[config.mk]
export PLATFORM = sky130hd
export DESIGN_NAME = ppe_csr
export DESIGN_NICKNAME = d
export VERILOG_FILES = /design/src/hdl/ppe_pkg.sv /design/src/hdl/ppe_csr.sv
export SDC_FILE = /design/constraint.sdc
export NUM_CORES = 1
export LEC_CHECK = 0
export BUFFER_PORTS_ARGS = -buffer_cell sky130_fd_sc_hd__buf_2
export CAP_MARGIN = 20
export CORE_MARGIN = 5
export CORE_UTILIZATION = 25
export CTS_BUF_LIST = sky130_fd_sc_hd__clkbuf_4 sky130_fd_sc_hd__clkbuf_8
export CTS_CLUSTER_DIAMETER = 200
export DETAILED_ROUTE_END_ITERATION = 16
export HOLD_SLACK_MARGIN = 0.02
export PLACE_DENSITY_LB_ADDON = 0.25
export SYNTH_ARGS = -nofsm -noshare
export SYNTH_HDL_FRONTEND = slang
export SYNTH_SLANG_ARGS = --single-unit
[constraint.sdc]
create_clock -name clock -period 0.8 [get_ports clock]
set_input_delay 0 -clock clock [delete_from_list [all_inputs] [get_ports clock]]
set_output_delay 0 -clock clock [all_outputs]
set_load 0.05 [all_outputs]
[src/hdl/ppe_pkg.sv]
// Shared types and constants of the page table populate engine.
package ppe_pkg;

   // Sizes fixed by the four-level x86-64 layout.
   localparam int TABLE_PAGES_DEF   = 64;
   localparam int ENTRIES_PER_TABLE = 512;
   localparam int IDX_W             = 9;
   localparam int VPAGE_W           = 36;
   localparam int FRAME_W           = 40;
   localparam int SLOT_CNT_W        = 7;
   localparam int SLOT_EXT_W        = 12;
   localparam int LEAF_W            = 52;
   localparam int CSR_ADDR_W        = 4;
   localparam int CSR_DATA_W        = 64;

   // Register reset values and entry flag bits (present and writable).
   localparam logic [FRAME_W-1:0]    POOL_BASE_RESET  = 40'd256;
   localparam logic [SLOT_CNT_W-1:0] POOL_PAGES_RESET = 7'd64;
   localparam logic [11:0]           ENTRY_FLAGS      = 12'h003;
   localparam logic [1:0]            LEVEL_LAST       = 2'd2;

   // Request and response payloads.
   typedef struct packed {
      logic [VPAGE_W-1:0] virt_page;
      logic [FRAME_W-1:0] phys_frame;
   } req_type;

   typedef struct packed {
      logic                  ok;
      logic [1:0]            new_tables;
      logic [SLOT_CNT_W-1:0] tables_in_use;
      logic                  failure_seen;
      logic [LEAF_W-1:0]     leaf_entry;
   } rsp_type;

   // One stored table entry: present bit and the frame it points to.
   typedef struct packed {
      logic               present;
      logic [FRAME_W-1:0] frame;
   } entry_type;

   // Memory port controls from the walker.
   typedef struct packed {
      logic rd;
      logic wr;
   } mem_ctl_type;

   typedef enum logic [2:0] {
      ST_CLEAR,
      ST_IDLE,
      ST_READ,
      ST_EVAL,
      ST_LEAF,
      ST_DONE
   } walk_state_type;

   // Register select is address bit 3 (registers at byte 0 and byte 8).
   typedef enum logic {
      REG_POOL_BASE  = 1'b0,
      REG_POOL_PAGES = 1'b1
   } reg_sel_type;

   // Table index of an upper level taken from the virtual page number.
   function automatic logic [IDX_W-1:0] level_index(input logic [VPAGE_W-1:0] vp,
                                                    input logic [1:0] lvl);
      logic [IDX_W-1:0] idx;
      case (lvl)
         2'd0:    idx = vp[35:27];
         2'd1:    idx = vp[26:18];
         default: idx = vp[17:9];
      endcase
      return idx;
   endfunction

endpackage

[src/hdl/ppe_csr.sv]
// Configuration registers: pool base frame and pool size.
module ppe_csr
   import ppe_pkg::*;
(
   input  logic                  clock,
   input  logic                  reset,
   input  logic                  csr_psel,
   input  logic                  csr_penable,
   input  logic                  csr_pwrite,
   input  logic [CSR_ADDR_W-1:0] csr_paddr,
   input  logic [CSR_DATA_W-1:0] csr_pwdata,
   output logic [CSR_DATA_W-1:0] csr_prdata,
   output logic                  csr_pready,
   output logic [FRAME_W-1:0]    pool_base,
   output logic [SLOT_CNT_W-1:0] pool_pages
);

   logic [FRAME_W-1:0]    pool_base_ff, pool_base_in;
   logic [SLOT_CNT_W-1:0] pool_pages_ff, pool_pages_in;
   logic                  wr_en;
   reg_sel_type           sel;

   assign csr_pready = 1'b1;
   assign wr_en      = csr_psel && csr_penable && csr_pwrite;
   assign sel        = reg_sel_type'(csr_paddr[3]);

   // Write decode.
   always_comb begin
      pool_base_in  = pool_base_ff;
      pool_pages_in = pool_pages_ff;
      if (wr_en) begin
         unique case (sel)
            REG_POOL_BASE:  pool_base_in  = csr_pwdata[FRAME_W-1:0];
            REG_POOL_PAGES: pool_pages_in = csr_pwdata[SLOT_CNT_W-1:0];
            default:        pool_base_in  = pool_base_ff;
         endcase
      end
   end

   // Read decode.
   always_comb begin
      unique case (sel)
         REG_POOL_BASE:  csr_prdata = CSR_DATA_W'(pool_base_ff);
         REG_POOL_PAGES: csr_prdata = CSR_DATA_W'(pool_pages_ff);
         default:        csr_prdata = '0;
      endcase
   end

   always_ff @(posedge clock) begin
      if (reset) begin
         pool_base_ff  <= POOL_BASE_RESET;
         pool_pages_ff <= POOL_PAGES_RESET;
      end else begin
         pool_base_ff  <= pool_base_in;
         pool_pages_ff <= pool_pages_in;
      end
   end

   assign pool_base  = pool_base_ff;
   assign pool_pages = pool_pages_ff;

endmodule

# --- After elaboration in Yosys (flattened, before gate mapping) ---
# Index checks and enable logic that the tools add are counted.
word_totals:
  ff_bits: 47
  output_inout_bits: 112
classes:
  mux: 1
  bitwise: 1
  reduce_logical: 4
op_table:
  columns: ["operator", "count"]
  rows:
  - ["$pmux 64 s2", 1]
  - ["$reduce_and 2->1", 2]
  - ["$logic_and 1x1->1", 2]
  - ["$not 1->1", 1]

# --- Depth between registers and ports, before layout ---
depth:
  word_depth: 3
  ltp_mapped: 4
  ltp_nobuf: 2

# --- Worst setup path after synthesis ---
# No wires, ideal clock.
synth_path:
  path_type: "register to output"
  from: "register pool_base_ff[10] (netlist: pool_base[10])"
  to: "output csr_prdata[10]"
  t_arrival_ns: 1.410
  required_time_ns: 0.800
  setup_slack_ns: -0.610
  path_stages_with_launch: 2
  path_buffers: 0
  cell_sequence: "dfxtp_1 > nor2b_1"
synth_between:
  elab_chain_len: 1
synth_lines:
  columns: ["element", "line_no", "rtl"]
  rows:
  - ["start, declared", "ppe_csr.sv:18", "logic [FRAME_W-1:0] pool_base_ff, pool_base_in;"]
  - ["start signal, assigned", "ppe_csr.sv:54", "pool_base_ff <= pool_base_in;"]
  - ["$pmux 64 s2", "ppe_csr.sv:42", "unique case (sel)"]
  - ["end, declared", "ppe_csr.sv:12", "output logic [CSR_DATA_W-1:0] csr_prdata,"]
# No other way between the ends. The select of a mux whose other input is x is not followed.

# --- Worst setup path after layout ---
layout_path:
  from: "register pool_base_ff[5] (netlist: pool_base[5])"
  to: "output csr_prdata[5]"
# The elaborated chain is that of the path after synthesis.

==> summary.txt <==
Status
  – Outcome: finished, violations left
  – Violated checks: setup timing

Timing
  – RSZ-0062 raised after global routing: yes
  – Final setup fails: 83
  – Setup ws final: -0.2585 ns
  – Highest Clock Rate: between 900 and 1000 MHz
  – Crit path time final: 1.059 ns
  – Final Skew: 0 ns
  – Final period util: 1.323
  – Final Max Slew Viols: 0
  – Hold Vio Cnt, Final: 0

Worst setup path
  – CP peak stage delay: 0.34 ns
  – RR Endpoint: pool_base[38]
  – Worst-path cell chain: mux2_4, buf_8
  – CP Launch Type: register
  – CP delay by family, top: flip-flops
  – CP required: about 0.80 ns
  – Critical Path AT: 1.06 ns
  – Register-to-Register Setup Slack: around 0.020 ns
  – Crit Path Max Fanout: 2
  – CP bufs+invs: 1
  – Critical path class: register to output port
  – Setup crit end kind: output port
  – Reg2Reg Depth: 4
  – Reg-to-Reg Start: pool_base[38]
  – Slowest stage cell, crit path: dfxtp_2

Drt
  – Vias: about 2500
  – DRC: 0
  – Vias/cell: between 3 and 4
  – Routed WL: approximately 8.5 mm
  – Top Layer Used: met4
  – Metal2 WL: 4.545 mm
  – Wire length on met3: between 500 and 600 um
  – Per-cell routed wire length: around 14 um
  – WL met1: 3.286 mm
  – Pre-antenna DRT Iters: 4
  – Post-route ant nets: 0
  – Iter 0 DRT Violations: 63

Clocking
  – CTS Root Cell: clkbuf_8
  – CTS sink cnt: between 40 and 50
  – H-tree levels: 2
  – CTS clk-pin slew, worst paths: ~0.09 ns
  – Bufs on Longest Clock Path: 2
  – Worst skew pair latency: approximately 0.3 ns
  – CTS tree: done
  – Number of buffers created by CTS: 5

Floorplanning
  – Core area: between 0.01 and 0.015 mm2
  – IO Pins: ~190
  – Std-Cell Rows: 37
  – Die Span X: between 100 and 150 um
  – Die Y-Extent: 111.1 um
  – Die Footprint: about 0.012 mm2
  – Starting density of the core: 0.2521

Pwr
  – Leak Pwr: between 0.002 and 0.0025 uW
  – Pwr dens: between 1000 and 1500 mW/mm2
  – VDD IR-drop max: around 0.67 mV

Place
  – HPWL after DPL: just over 5 mm
  – Placer Congestion: 0.6713
  – Port buffer count: about 130
  – Minimum setup slack after placement: -0.2082 ns

Yosys
  – Register area share after synthesis: 0.3681
  – Synth Register Bits: 47
  – Top_reg_cell synth: dfxtp_1
  – Post-synth EDFFs: 0
  – Syn Std Cell Area: approximately 0.0026 mm2
  – Fraction of registers with async set/reset: 0
  – Syn Inst Count: around 270
  – Ys Warns: 0
  – Synth Area per Inst: 9.503 um2
  – Post-synthesis cell type count: 13

Finish
  – Net count, final: between 500 and 600
  – Multi-input gate area: about 0.0017 mm2
  – Seq. cell area: 0.001082 mm2
  – Filler cells: 861
  – Antenna cells: 0
  – Layout cells sized above 1: 0.5871
  – Area grow syn2layout: 114.2%
  – Final Util: 0.5402

Min path
  – Hold Crit Start: reset
  – Hold Crit Depth: 3
  – Hold endpoint: pool_base[8]
  – Tightest Hold Check Type: input port to register

GRT
  – Initial antenna violation count: 0
  – GRT Total Usage: 0.1282
  – Pin count of the biggest net entering global routing: between 40 and 50
  – Total grt overflow: 0
  – First-pass GRT wire length: 13.16 mm
  – Vias in the first global route: about 2600

Run
  – MaxCap Viol Count: 0
==> metrics by stage <==
| step | setup TNS, ns | area, um2 | total power (uW) | hold slack, ns | instances |
|---|---|---|---|---|---|
| 2_1_floorplan | 0 | 3062 | 3439 | 0.1443 | 292 |
| 3_3_place_gp | -9.065 | 3814 | 3665 | 0.2499 | 535 |
| 3_5_place_dp | -10.12 | 3814 | 3671 | 0.2573 | 535 |
| 4_1_cts | -10.27 | 5094 | 5617 | 0.04483 | 594 |
| 5_1_grt | -14.01 | 5477 | 5894 | 0.07630 | 618 |
| 6_report | -10.36 | 5477 | 5592 | 0.05601 | 618 |
==> area by class of cell <==
class | instances | area share
repair buffers | 225 | 0.4444
multi-input cells | 202 | 0.3096
flip-flops and latches | 47 | 0.1976
well taps | 136 | 0.03107
clock buffers | 7 | 0.01645
clock inverters | 1 | 0.0009139
==> routing by layer <==
layer / global-route usage / vias to the layer above
met5: 0 / -
met4: 0.03406 / 0
met3: 0.03766 / 10
met2: 0.2375 / 85
met1: 0.1424 / 1143
li1: - / 1223
==> worst reg2reg max path: cells and delay by family, from the launching register on <==
| family | cells | cell delay (ns) |
|---|---|---|
| flops | 1 | 0.35 |
| mux | 1 | 0.06 |
| simple gates | 1 | 0.05 |
| buf+inv | 2 | 0.22 |
==> cell families (layout without fill, tap and decap cells) <==
| family | after synthesis | count (layout) | synth area share |
|---|---|---|---|
| and+or+nand+nor | 123 | 123 | 0.3010 |
| other | 2 | 25 | 0.002938 |
| DFF | 47 | 47 | 0.3681 |
| buffers and inverters | 43 | 233 | 0.1131 |
| muxes | 54 | 54 | 0.2149 |
==> layout by cell type, fill, tap and decap left out <==
cell type	synthesis	layout
nor2b_4	0	33
nand2b_1	84	83
buf_12	0	6
conb_1	2	25
dlygate4sd3_1	0	40
buf_8	0	63
buf_2	3	44
buf_6	4	55
nand2b_4	0	1
dfxtp_4	0	33
mux2_4	0	7
clkbuf_8	0	6
clkinv_2	0	1
dfxtp_2	0	14
clkbuf_4	0	1
mux2i_1	47	47
nand4_2	1	1
buf_4	25	17
and4b_2	0	1
nor2_1	4	4
==> power breakdown <==
part           total [uW]  internal (uW)  leakage (uW)  switching [uW]
clock                1550            734     0.0000517             816
combinational        1690            744       0.00184             943
sequential           2360           2310      0.000411            48.2
total                5590           3790       0.00231            1810
==> state kept, by name, summed over array words and instances, names as in the netlist <==
register    cells
pool_base      40
pool_pages      7
==> cell usage after synthesis (2+ instances only) <==
cell / n / area (um2)
clkbuf_1: 11 / 41.29
mux2i_1: 47 / 470.5
buf_4: 25 / 187.7
conb_1: 2 / 7.510
nor2b_1: 33 / 206.5
buf_6: 4 / 45.04
dfxtp_1: 47 / 940.9
nor2_1: 4 / 15.01
nand2b_1: 84 / 525.5
mux2_2: 7 / 78.83
buf_2: 3 / 15.01
==> what timing repair did <==
action / CTS / global route
gates resized for setup: 216 / 58
hold endpoints to repair: 47 / 0
pin swaps: 0 / 0
buffers inserted: 11 / 29
setup endpoints to repair: 87 / 88
hold buffers: 40 / 0
==> how the worst max path moves through the flow <==
stage / startpoint / endpoint / slack, ns / depth (start not counted)
floorplan: pool_base[0] / csr_prdata[0] / 0.02 / 1
global placement: csr_paddr[3] / pool_base[22] / -0.17 / 4
detailed placement: csr_paddr[3] / pool_base[39] / -0.21 / 4
CTS: pool_pages[1] / csr_prdata[1] / -0.27 / 2
global route: pool_base[2] / csr_prdata[2] / -0.29 / 2
finish: pool_base[5] / csr_prdata[5] / -0.26 / 2
(Power assumes the default switching activity.)
