### src/hdl/ppe_pkg.sv
// Shared types and constants of the page table populate engine.
package ppe_pkg;

   // Sizes fixed by the four-level x86-64 layout.
   localparam int TABLE_PAGES_DEF   = 64;
   localparam int ENTRIES_PER_TABLE = 512;
   localparam int IDX_W             = 9;
   localparam int VPAGE_W           = 36;
   localparam int FRAME_W           = 40;
   localparam int SLOT_CNT_W        = 7;
   localparam int SLOT_EXT_W        = 12;
   localparam int LEAF_W            = 52;
   localparam int CSR_ADDR_W        = 4;
   localparam int CSR_DATA_W        = 64;

   // Register reset values and entry flag bits (present and writable).
   localparam logic [FRAME_W-1:0]    POOL_BASE_RESET  = 40'd256;
   localparam logic [SLOT_CNT_W-1:0] POOL_PAGES_RESET = 7'd64;
   localparam logic [11:0]           ENTRY_FLAGS      = 12'h003;
   localparam logic [1:0]            LEVEL_LAST       = 2'd2;

   // Request and response payloads.
   typedef struct packed {
      logic [VPAGE_W-1:0] virt_page;
      logic [FRAME_W-1:0] phys_frame;
   } req_type;

   typedef struct packed {
      logic                  ok;
      logic [1:0]            new_tables;
      logic [SLOT_CNT_W-1:0] tables_in_use;
      logic                  failure_seen;
      logic [LEAF_W-1:0]     leaf_entry;
   } rsp_type;

   // One stored table entry: present bit and the frame it points to.
   typedef struct packed {
      logic               present;
      logic [FRAME_W-1:0] frame;
   } entry_type;

   // Memory port controls from the walker.
   typedef struct packed {
      logic rd;
      logic wr;
   } mem_ctl_type;

   typedef enum logic [2:0] {
      ST_CLEAR,
      ST_IDLE,
      ST_READ,
      ST_EVAL,
      ST_LEAF,
      ST_DONE
   } walk_state_type;

   // Register select is address bit 3 (registers at byte 0 and byte 8).
   typedef enum logic {
      REG_POOL_BASE  = 1'b0,
      REG_POOL_PAGES = 1'b1
   } reg_sel_type;

   // Table index of an upper level taken from the virtual page number.
   function automatic logic [IDX_W-1:0] level_index(input logic [VPAGE_W-1:0] vp,
                                                    input logic [1:0] lvl);
      logic [IDX_W-1:0] idx;
      case (lvl)
         2'd0:    idx = vp[35:27];
         2'd1:    idx = vp[26:18];
         default: idx = vp[17:9];
      endcase
      return idx;
   endfunction

endpackage

### src/hdl/ppe_walker.sv
// Table walker: sequencer that reads, allocates and writes table entries.
module ppe_walker
   import ppe_pkg::*;
#(
   parameter int TABLE_PAGES = TABLE_PAGES_DEF,
   localparam int SW         = $clog2(TABLE_PAGES),
   localparam int AW         = SW + IDX_W,
   localparam int DEPTH      = TABLE_PAGES * ENTRIES_PER_TABLE
) (
   input  logic                  clock,
   input  logic                  reset,
   input  logic                  req_valid,
   output logic                  req_ready,
   input  req_type               req_data,
   output logic                  rsp_valid,
   input  logic                  rsp_ready,
   output rsp_type               rsp_data,
   input  logic [FRAME_W-1:0]    pool_base,
   input  logic [SLOT_CNT_W-1:0] pool_pages,
   output mem_ctl_type           mem_ctl,
   output logic [AW-1:0]         mem_addr,
   output entry_type             mem_wdata,
   input  entry_type             mem_rdata
);

   walk_state_type state_ff, state_in;

   logic [AW-1:0]         clr_ff, clr_in;
   logic [SLOT_CNT_W-1:0] nfs_ff, nfs_in;
   logic                  failed_ff, failed_in;
   logic [1:0]            lvl_ff, lvl_in;
   logic [SLOT_CNT_W-1:0] slot_ff, slot_in;
   logic [1:0]            made_ff, made_in;
   logic                  ok_ff, ok_in;
   logic [VPAGE_W-1:0]    vp_ff, vp_in;
   logic [FRAME_W-1:0]    pf_ff, pf_in;
   logic                  rsp_valid_ff, rsp_valid_in;
   rsp_type               rsp_ff, rsp_in;

   logic                  req_take;
   logic                  rsp_load;
   logic                  clr_last;
   logic [FRAME_W-1:0]    rel;
   logic                  link_bad;
   logic                  pool_empty;
   logic [SLOT_EXT_W-1:0] slot_ext;
   logic [IDX_W-1:0]      cur_idx;

   assign req_ready = (state_ff == ST_IDLE);
   assign req_take  = req_valid && req_ready;
   assign rsp_load  = (state_ff == ST_DONE) && (!rsp_valid_ff || rsp_ready);
   assign clr_last  = (clr_ff == AW'(DEPTH - 1));

   // Link check on a present entry and the allocator limit.
   assign rel        = mem_rdata.frame - pool_base;
   assign link_bad   = (rel >= FRAME_W'(nfs_ff)) || (rel >= FRAME_W'(TABLE_PAGES));
   assign pool_empty = (nfs_ff >= pool_pages) || (32'(nfs_ff) >= 32'(TABLE_PAGES));

   assign slot_ext = SLOT_EXT_W'(slot_ff);
   assign cur_idx  = level_index(vp_ff, lvl_ff);

   // Next state.
   always_comb begin
      state_in = state_ff;
      unique case (state_ff)
         ST_CLEAR: if (clr_last) state_in = ST_IDLE;
         ST_IDLE:  if (req_take) state_in = ST_READ;
         ST_READ:  state_in = ST_EVAL;
         ST_EVAL: begin
            if (mem_rdata.present) begin
               if (link_bad)                  state_in = ST_DONE;
               else if (lvl_ff == LEVEL_LAST) state_in = ST_LEAF;
               else                           state_in = ST_READ;
            end else begin
               if (pool_empty)                state_in = ST_DONE;
               else if (lvl_ff == LEVEL_LAST) state_in = ST_LEAF;
               else                           state_in = ST_READ;
            end
         end
         ST_LEAF:  state_in = ST_DONE;
         ST_DONE:  if (rsp_load) state_in = ST_IDLE;
         default:  state_in = ST_CLEAR;
      endcase
   end

   // Datapath and memory controls.
   always_comb begin
      clr_in    = clr_ff;
      nfs_in    = nfs_ff;
      failed_in = failed_ff;
      lvl_in    = lvl_ff;
      slot_in   = slot_ff;
      made_in   = made_ff;
      ok_in     = ok_ff;
      vp_in     = vp_ff;
      pf_in     = pf_ff;
      mem_ctl   = '0;
      mem_addr  = {slot_ext[SW-1:0], cur_idx};
      mem_wdata = '0;
      unique case (state_ff)
         ST_CLEAR: begin
            // Zero every entry once after reset.
            mem_ctl.wr = 1'b1;
            mem_addr   = clr_ff;
            clr_in     = clr_ff + AW'(1);
         end
         ST_IDLE: begin
            if (req_take) begin
               vp_in   = req_data.virt_page;
               pf_in   = req_data.phys_frame;
               lvl_in  = '0;
               slot_in = '0;
               made_in = '0;
               ok_in   = 1'b0;
            end
         end
         ST_READ: begin
            mem_ctl.rd = 1'b1;
         end
         ST_EVAL: begin
            if (mem_rdata.present) begin
               // Follow the existing link.
               slot_in = rel[SLOT_CNT_W-1:0];
               lvl_in  = lvl_ff + 2'd1;
            end else if (pool_empty) begin
               failed_in = 1'b1;
            end else begin
               // Take a fresh page and link it at the same entry.
               mem_ctl.wr      = 1'b1;
               mem_wdata.present = 1'b1;
               mem_wdata.frame = pool_base + FRAME_W'(nfs_ff);
               slot_in         = nfs_ff;
               nfs_in          = nfs_ff + SLOT_CNT_W'(1);
               made_in         = made_ff + 2'd1;
               lvl_in          = lvl_ff + 2'd1;
            end
         end
         ST_LEAF: begin
            mem_ctl.wr        = 1'b1;
            mem_addr          = {slot_ext[SW-1:0], vp_ff[IDX_W-1:0]};
            mem_wdata.present = 1'b1;
            mem_wdata.frame   = pf_ff;
            ok_in             = 1'b1;
         end
         ST_DONE: begin
            clr_in = clr_ff;
         end
         default: begin
            clr_in = clr_ff;
         end
      endcase
   end

   // Output register: a finished request waits here while the walker moves on.
   always_comb begin
      rsp_in       = rsp_ff;
      rsp_valid_in = rsp_valid_ff;
      if (rsp_valid_ff && rsp_ready) begin
         rsp_valid_in = 1'b0;
      end
      if (rsp_load) begin
         rsp_valid_in         = 1'b1;
         rsp_in.ok            = ok_ff;
         rsp_in.new_tables    = made_ff;
         rsp_in.tables_in_use = nfs_ff;
         rsp_in.failure_seen  = failed_ff;
         rsp_in.leaf_entry    = ok_ff ? {pf_ff, ENTRY_FLAGS} : '0;
      end
   end

   always_ff @(posedge clock) begin
      if (reset) begin
         state_ff     <= ST_CLEAR;
         clr_ff       <= '0;
         nfs_ff       <= SLOT_CNT_W'(1);
         failed_ff    <= 1'b0;
         rsp_valid_ff <= 1'b0;
      end else begin
         state_ff     <= state_in;
         clr_ff       <= clr_in;
         nfs_ff       <= nfs_in;
         failed_ff    <= failed_in;
         rsp_valid_ff <= rsp_valid_in;
      end
   end

   always_ff @(posedge clock) begin
      lvl_ff  <= lvl_in;
      slot_ff <= slot_in;
      made_ff <= made_in;
      ok_ff   <= ok_in;
      vp_ff   <= vp_in;
      pf_ff   <= pf_in;
      rsp_ff  <= rsp_in;
   end

   assign rsp_valid = rsp_valid_ff;
   assign rsp_data  = rsp_ff;

endmodule

### config.mk
export PLATFORM = sky130hd
export DESIGN_NAME = ppe_walker
export DESIGN_NICKNAME = d
export VERILOG_FILES = /design/src/hdl/ppe_pkg.sv /design/src/hdl/ppe_walker.sv
export SDC_FILE = /design/constraint.sdc
export NUM_CORES = 1
export LEC_CHECK = 0
export BUFFER_PORTS_ARGS = -buffer_cell sky130_fd_sc_hd__buf_2
export CORE_MARGIN = 2
export CORE_UTILIZATION = 55
export DETAILED_ROUTE_END_ITERATION = 6
export GPL_TIMING_DRIVEN = 1
export PLACE_DENSITY = 0.94
export SLEW_MARGIN = 20
export SYNTH_ARGS = -nofsm -noshare
export SYNTH_HDL_FRONTEND = slang
export SYNTH_SLANG_ARGS = --single-unit
export TNS_END_PERCENT = 30
### constraint.sdc
create_clock -name clock -period 9.2 [get_ports clock]
set_clock_uncertainty 0.1 [all_clocks]
set_input_delay 1.84 -clock clock [delete_from_list [all_inputs] [get_ports clock]]
set_output_delay 1.84 -clock clock [all_outputs]
set_load 0.005 [all_outputs]
## After elaboration in Yosys (flattened, before gate mapping)

Cells that the tools add are included.
W data, S select, Z words.

- Flip-flop bits (word level): 177
- Latch bits: 0
- Memory bits (writable): 0
- Bits in read-only memories: 0
- Input bits: 168
- Output and inout bits: 123
- Logic and storage cells: 96
- Memories: 0

- Add/subtract/negate cells: 6
- $mul: 0
- Div/mod/pow operators: 0
- $lt $le $gt $ge: 4
- Equality and inequality tests: 14
- Shifts and indexed selects: 0
- Mux-type cells: 33
- Bitwise operators: 2
- Reductions and logical operators: 20

Operators with widths:

| operator | number |
|---|---|
| $mux W41 | 2 |
| $pmux W41 S2 | 1 |
| $add A40 B7 Y40 | 1 |
| $ge A40 B7 Y1 | 1 |
| $ge A40 B7 Y1 const B | 1 |
| $sub A40 B40 Y40 | 1 |
| $pmux W15 S2 | 1 |
| $mux W3 | 7 |
| $mux W6 | 3 |
| $pmux W3 S6 | 1 |
| $pmux W9 S2 | 1 |
| $add A15 B1 Y15 const B | 1 |
| $eq A15 B15 Y1 const B | 1 |
| $mux W2 | 6 |
| $pmux W6 S2 | 1 |
| $reduce_and A3 Y1 | 4 |
| $ne A2 B2 Y1 const B | 4 |
| $pmux W2 S2 | 2 |
| $add A7 B1 Y7 const B | 1 |
| $ge A7 B7 Y1 | 1 |
| $ge A7 B7 Y1 const B | 1 |
| $eq A3 B2 Y1 const B | 2 |
| $eq A3 B3 Y1 const B | 2 |
| $mux W1 | 6 |
| other kinds (17) | 27 |

## Depth between registers and ports, before layout

- Depth in word-level cells: 6
- Gate-level depth with buffers: 18
- Gate-level depth less buffers: 18

## Worst setup path before layout

No wires, ideal clock.

- Path kind: in2out
- From: in pool_base[0]
- To: out mem_wdata[34] (netlist bit)
- Data arrival time: 4.276 ns
- Required time: 7.260 ns
- Slack: 2.984 ns
- Stages on the path: 12
- Path buffers: 0
- Cell sequence: ha_1 > inv_1 > fa_1 > nor2b_1 > o21ai_0 > a21boi_0 > o21ai_0 > a21boi_0 > o2111ai_1 > or4_1 > xnor2_1 > o21ai_0

RTL lines:

| element | line | source |
|---|---|---|
| from (decl) | ppe_walker.sv:18 | `input logic [FRAME_W-1:0] pool_base,` |
| to (decl) | ppe_walker.sv:22 | `output entry_type mem_wdata,` |

==> results.md <==
- Post-synth EDFFs: approximately 140
- Nets: approximately 1,600
- Main synth FF type: edfxtp_1
- Commonest non-fill, non-tap cell in the layout: buf_2
- Worst-path clk slew: around 0.070 ns
- Port Buffers: 280
- Grt ovf: 0
- Max Cap Viol: 0
- Num CTS Buffers: 17
- Max Freq: approximately 0.14 GHz
- Mapped Cells: approximately 1,100
- Multi-input logic area: between 5000 and 6000 um^2
- Fin Setup TNS: 0 ns
- Drt initial violations: approximately 1,300
- Status: finished, final reports clean
- Most frequent cells in the layout: buf_2 (280), edfxtp_1 (138), nand2_1 (116)
- DR DRC count: 0
- Site Rows: 50
- Final hold viol count: 0
- Worst hold path class: flip-flop to flip-flop
- Share of cells above drive strength 1: between 20 and 30%
- RSZ-0062 raised after global routing: no
- Num Clock Sinks: between 150 and 200
- Initial core utilization: a little under three fifths
- CP Max Fanout: 6
- VDD IR max: between 0.1 and 0.15 mV
- Static leakage power: 5.46 nW
- Sequential-to-total area share from yosys stat: 44.0%
- Period minus WS final: between 7 and 8 ns
- CTS root buf: clkbuf_16
- Worst EP required: roughly 7.3 ns
- Hold Slack: 0.348 ns
- Wirelength per Cell: 20.9 um
- Hold path startpoint: failed_ff
- Post-CTS setup buffers: 0
- Total Routing Usage GR: approximately 33%
- Final wirelength: 34,400 um
- Critical path endpoint category: output pin
- I/O pin count: between 200 and 300
- Warnings, synthesis: 0
- WS Path Type: primary input to output pin
- Post-DP HPWL: between 20,000 and 30,000 um
- Global-route wire length before repair: ~51,000 um
- Vias per inst: approximately 6.1
- Final setup fails: 0
- Die ar.: 20,500 um^2
- CTS Hold Buffers Added: 0
- Ys async rst share: 0%
- Period utilisation layout: between 70% and 80%
- Cts repair resizes: 0
- Avg Synthesized Cell Area: 9.64 um^2
- Width of the chip: around 140 um
- Die Ht: 143 um
- DR vias: 10,100
- Yosys top cell by area: edfxtp_1
- Initial antenna violation count: 7
- Area grow syn2layout: 19.9%
- Top post-synthesis cells by area: edfxtp_1 (39%), ha_1 (7.6%), dfxtp_1 (5.1%)
- Worst-Margin Slew: ~1.1 ns
- Total iterations of the first detailed-routing run: 6
- Bufs on Longest Clock Path: 2
- Antenna viol nets, final: 0
- FF+latch count, synth: 165
- RR Startpoint: nfs_ff[1]
- Fillcell total: ~1,400
- Post-synth top area share: between 30% and 40%
- Number of global-route vias before repair: 9,338
- Skew-Pair Late Insertion Delay: between 0.4 and 0.5 ns
- Startpoint Class: primary input
- Post-synth cell types: between 80 and 90
- Core area: 18,800 um^2
- Critical path arrival: about 5.2 ns
- P per Cell Area: 143 nW/um^2
- Syn Std Cell Area: about 11,000 um^2
- Largest net degree at the start of global routing: 78
- Worst setup path startpoint: pool_base[0]
- Slew margin rel.: 29.2%
- H-Tree Depth: 4
- CTS tree: built
- Tot Pwr: 0.00182 W
- GPL Wtd Cong: 0.997
- FF+latch area: between 4000 and 5000 um^2
- Fin. max-slew vios: 0
-- sequential cells by signal (all words and copies together), names as in the netlist, 3 cells and up --
register / flops
clr_ff: 15
nfs_ff: 7
pf_ff: 40
rsp_data: 51
slot_ff: 6
state_ff: 3
vp_ff: 36
-- logic make-up after synthesis --
logic type / Yosys count / synth area share, %
xor+xnor: 66 / 5.42
compound gates: 291 / 17.8
fa+ha+maj: 67 / 8.01
simple gates: 364 / 17.0
other cells: 1 / 0.0352
buf+inv: 127 / 5.48
flops: 165 / 44.0
mux: 24 / 2.35
-- power by group --
group | leakage, nW | internal [W] | total [W] | switching [W]
sequential | 1.48 | 0.000804 | 0.000805 | 0.00000141
clock | 0.281 | 0.000363 | 0.000712 | 0.000348
combinational | 3.70 | 0.000124 | 0.000307 | 0.000183
-- routing by layer --
| metal | vias up | share of wire, % | global-route usage (%) | wire length (um) |
|---|---|---|---|---|
| li1 | 4547 | - | - | - |
| met3 | 124 | 10 | 6.07 | 3520 |
| met2 | 717 | 47 | 54.1 | 16200 |
| met4 | 0 | 5.0 | 15.8 | 1710 |
| met5 | - | 0 | 0 | 0 |
| met1 | 4739 | 38 | 42.9 | 13000 |
-- final timing paths --
| kind | endpoint | slack, ns | cells after the start |
|---|---|---|---|
| worst min register to register | rsp_data[52] | 0.35 | 0 |
| worst max-delay path | mem_wdata[16] | 2.06 | 15 |
| worst min-delay path | rsp_data[52] | 0.35 | 0 |
| worst max register to register | state_ff[2] | 5.34 | 11 |
-- stage by stage --
stage                     cells  area, um^2  util [%]  setup slack (ns)
final                      1648       12800      67.9              2.06
after global routing       1647       12800      67.8              1.74
after detailed placement   1608       12200      64.6              2.29
after global placement     1608       12200      64.6              2.35
after floorplan            1114       10700         -              2.98
after CTS                  1640       12700      67.7              2.13
-- cell usage after synthesis, types with 4 or more instances --
cell type  number
dfxtp_1        27
mux2i_1        16
o211ai_1        9
nor2_1         69
a31oi_1         5
a211oi_1       14
nand2_1       116
and3_1          9
a21oi_2         4
a21boi_0        5
edfxtp_1      138
and2_1         44
a21oi_1        70
nand3_1        21
nor3_1         22
mux2_2          8
buf_4          16
inv_1          75
xnor2_1        55
o21a_1         11
a22o_1          9
or3_1          11
o21ai_0        81
nand4_1        20
o21bai_1        7
or4_1           4
nand2b_1       12
nor4_1          8
o2111ai_1       6
xor2_1         11
a21o_1         20
ha_1           65
o21ai_1         6
buf_6           4
buf_2           4
clkbuf_1       23
-- worst max-delay path, stage by stage --
cell and delay (ns):
buf_2 0.10, ha_1 0.16, inv_1 0.06, fa_1 0.42, nor2b_1 0.17, o21ai_0 0.16
a21boi_0 0.26, o21ai_0 0.14, a21boi_0 0.53, o21ai_1 0.31, nor3_1 0.45, nand4_1 0.17
xnor2_1 0.16, o21ai_0 0.13, buf_2 0.13
-- final cells by class --
class	instances	share of cell area (%)
repair buffers	287	11.4
clock buffers	17	3.33
multi-input cells	822	42.4
clock inverters	15	1.24
diodes	7	0.137
inverters	75	2.20
well taps	260	2.55
flip-flops and latches	165	36.7
(Power assumes the default switching activity.)
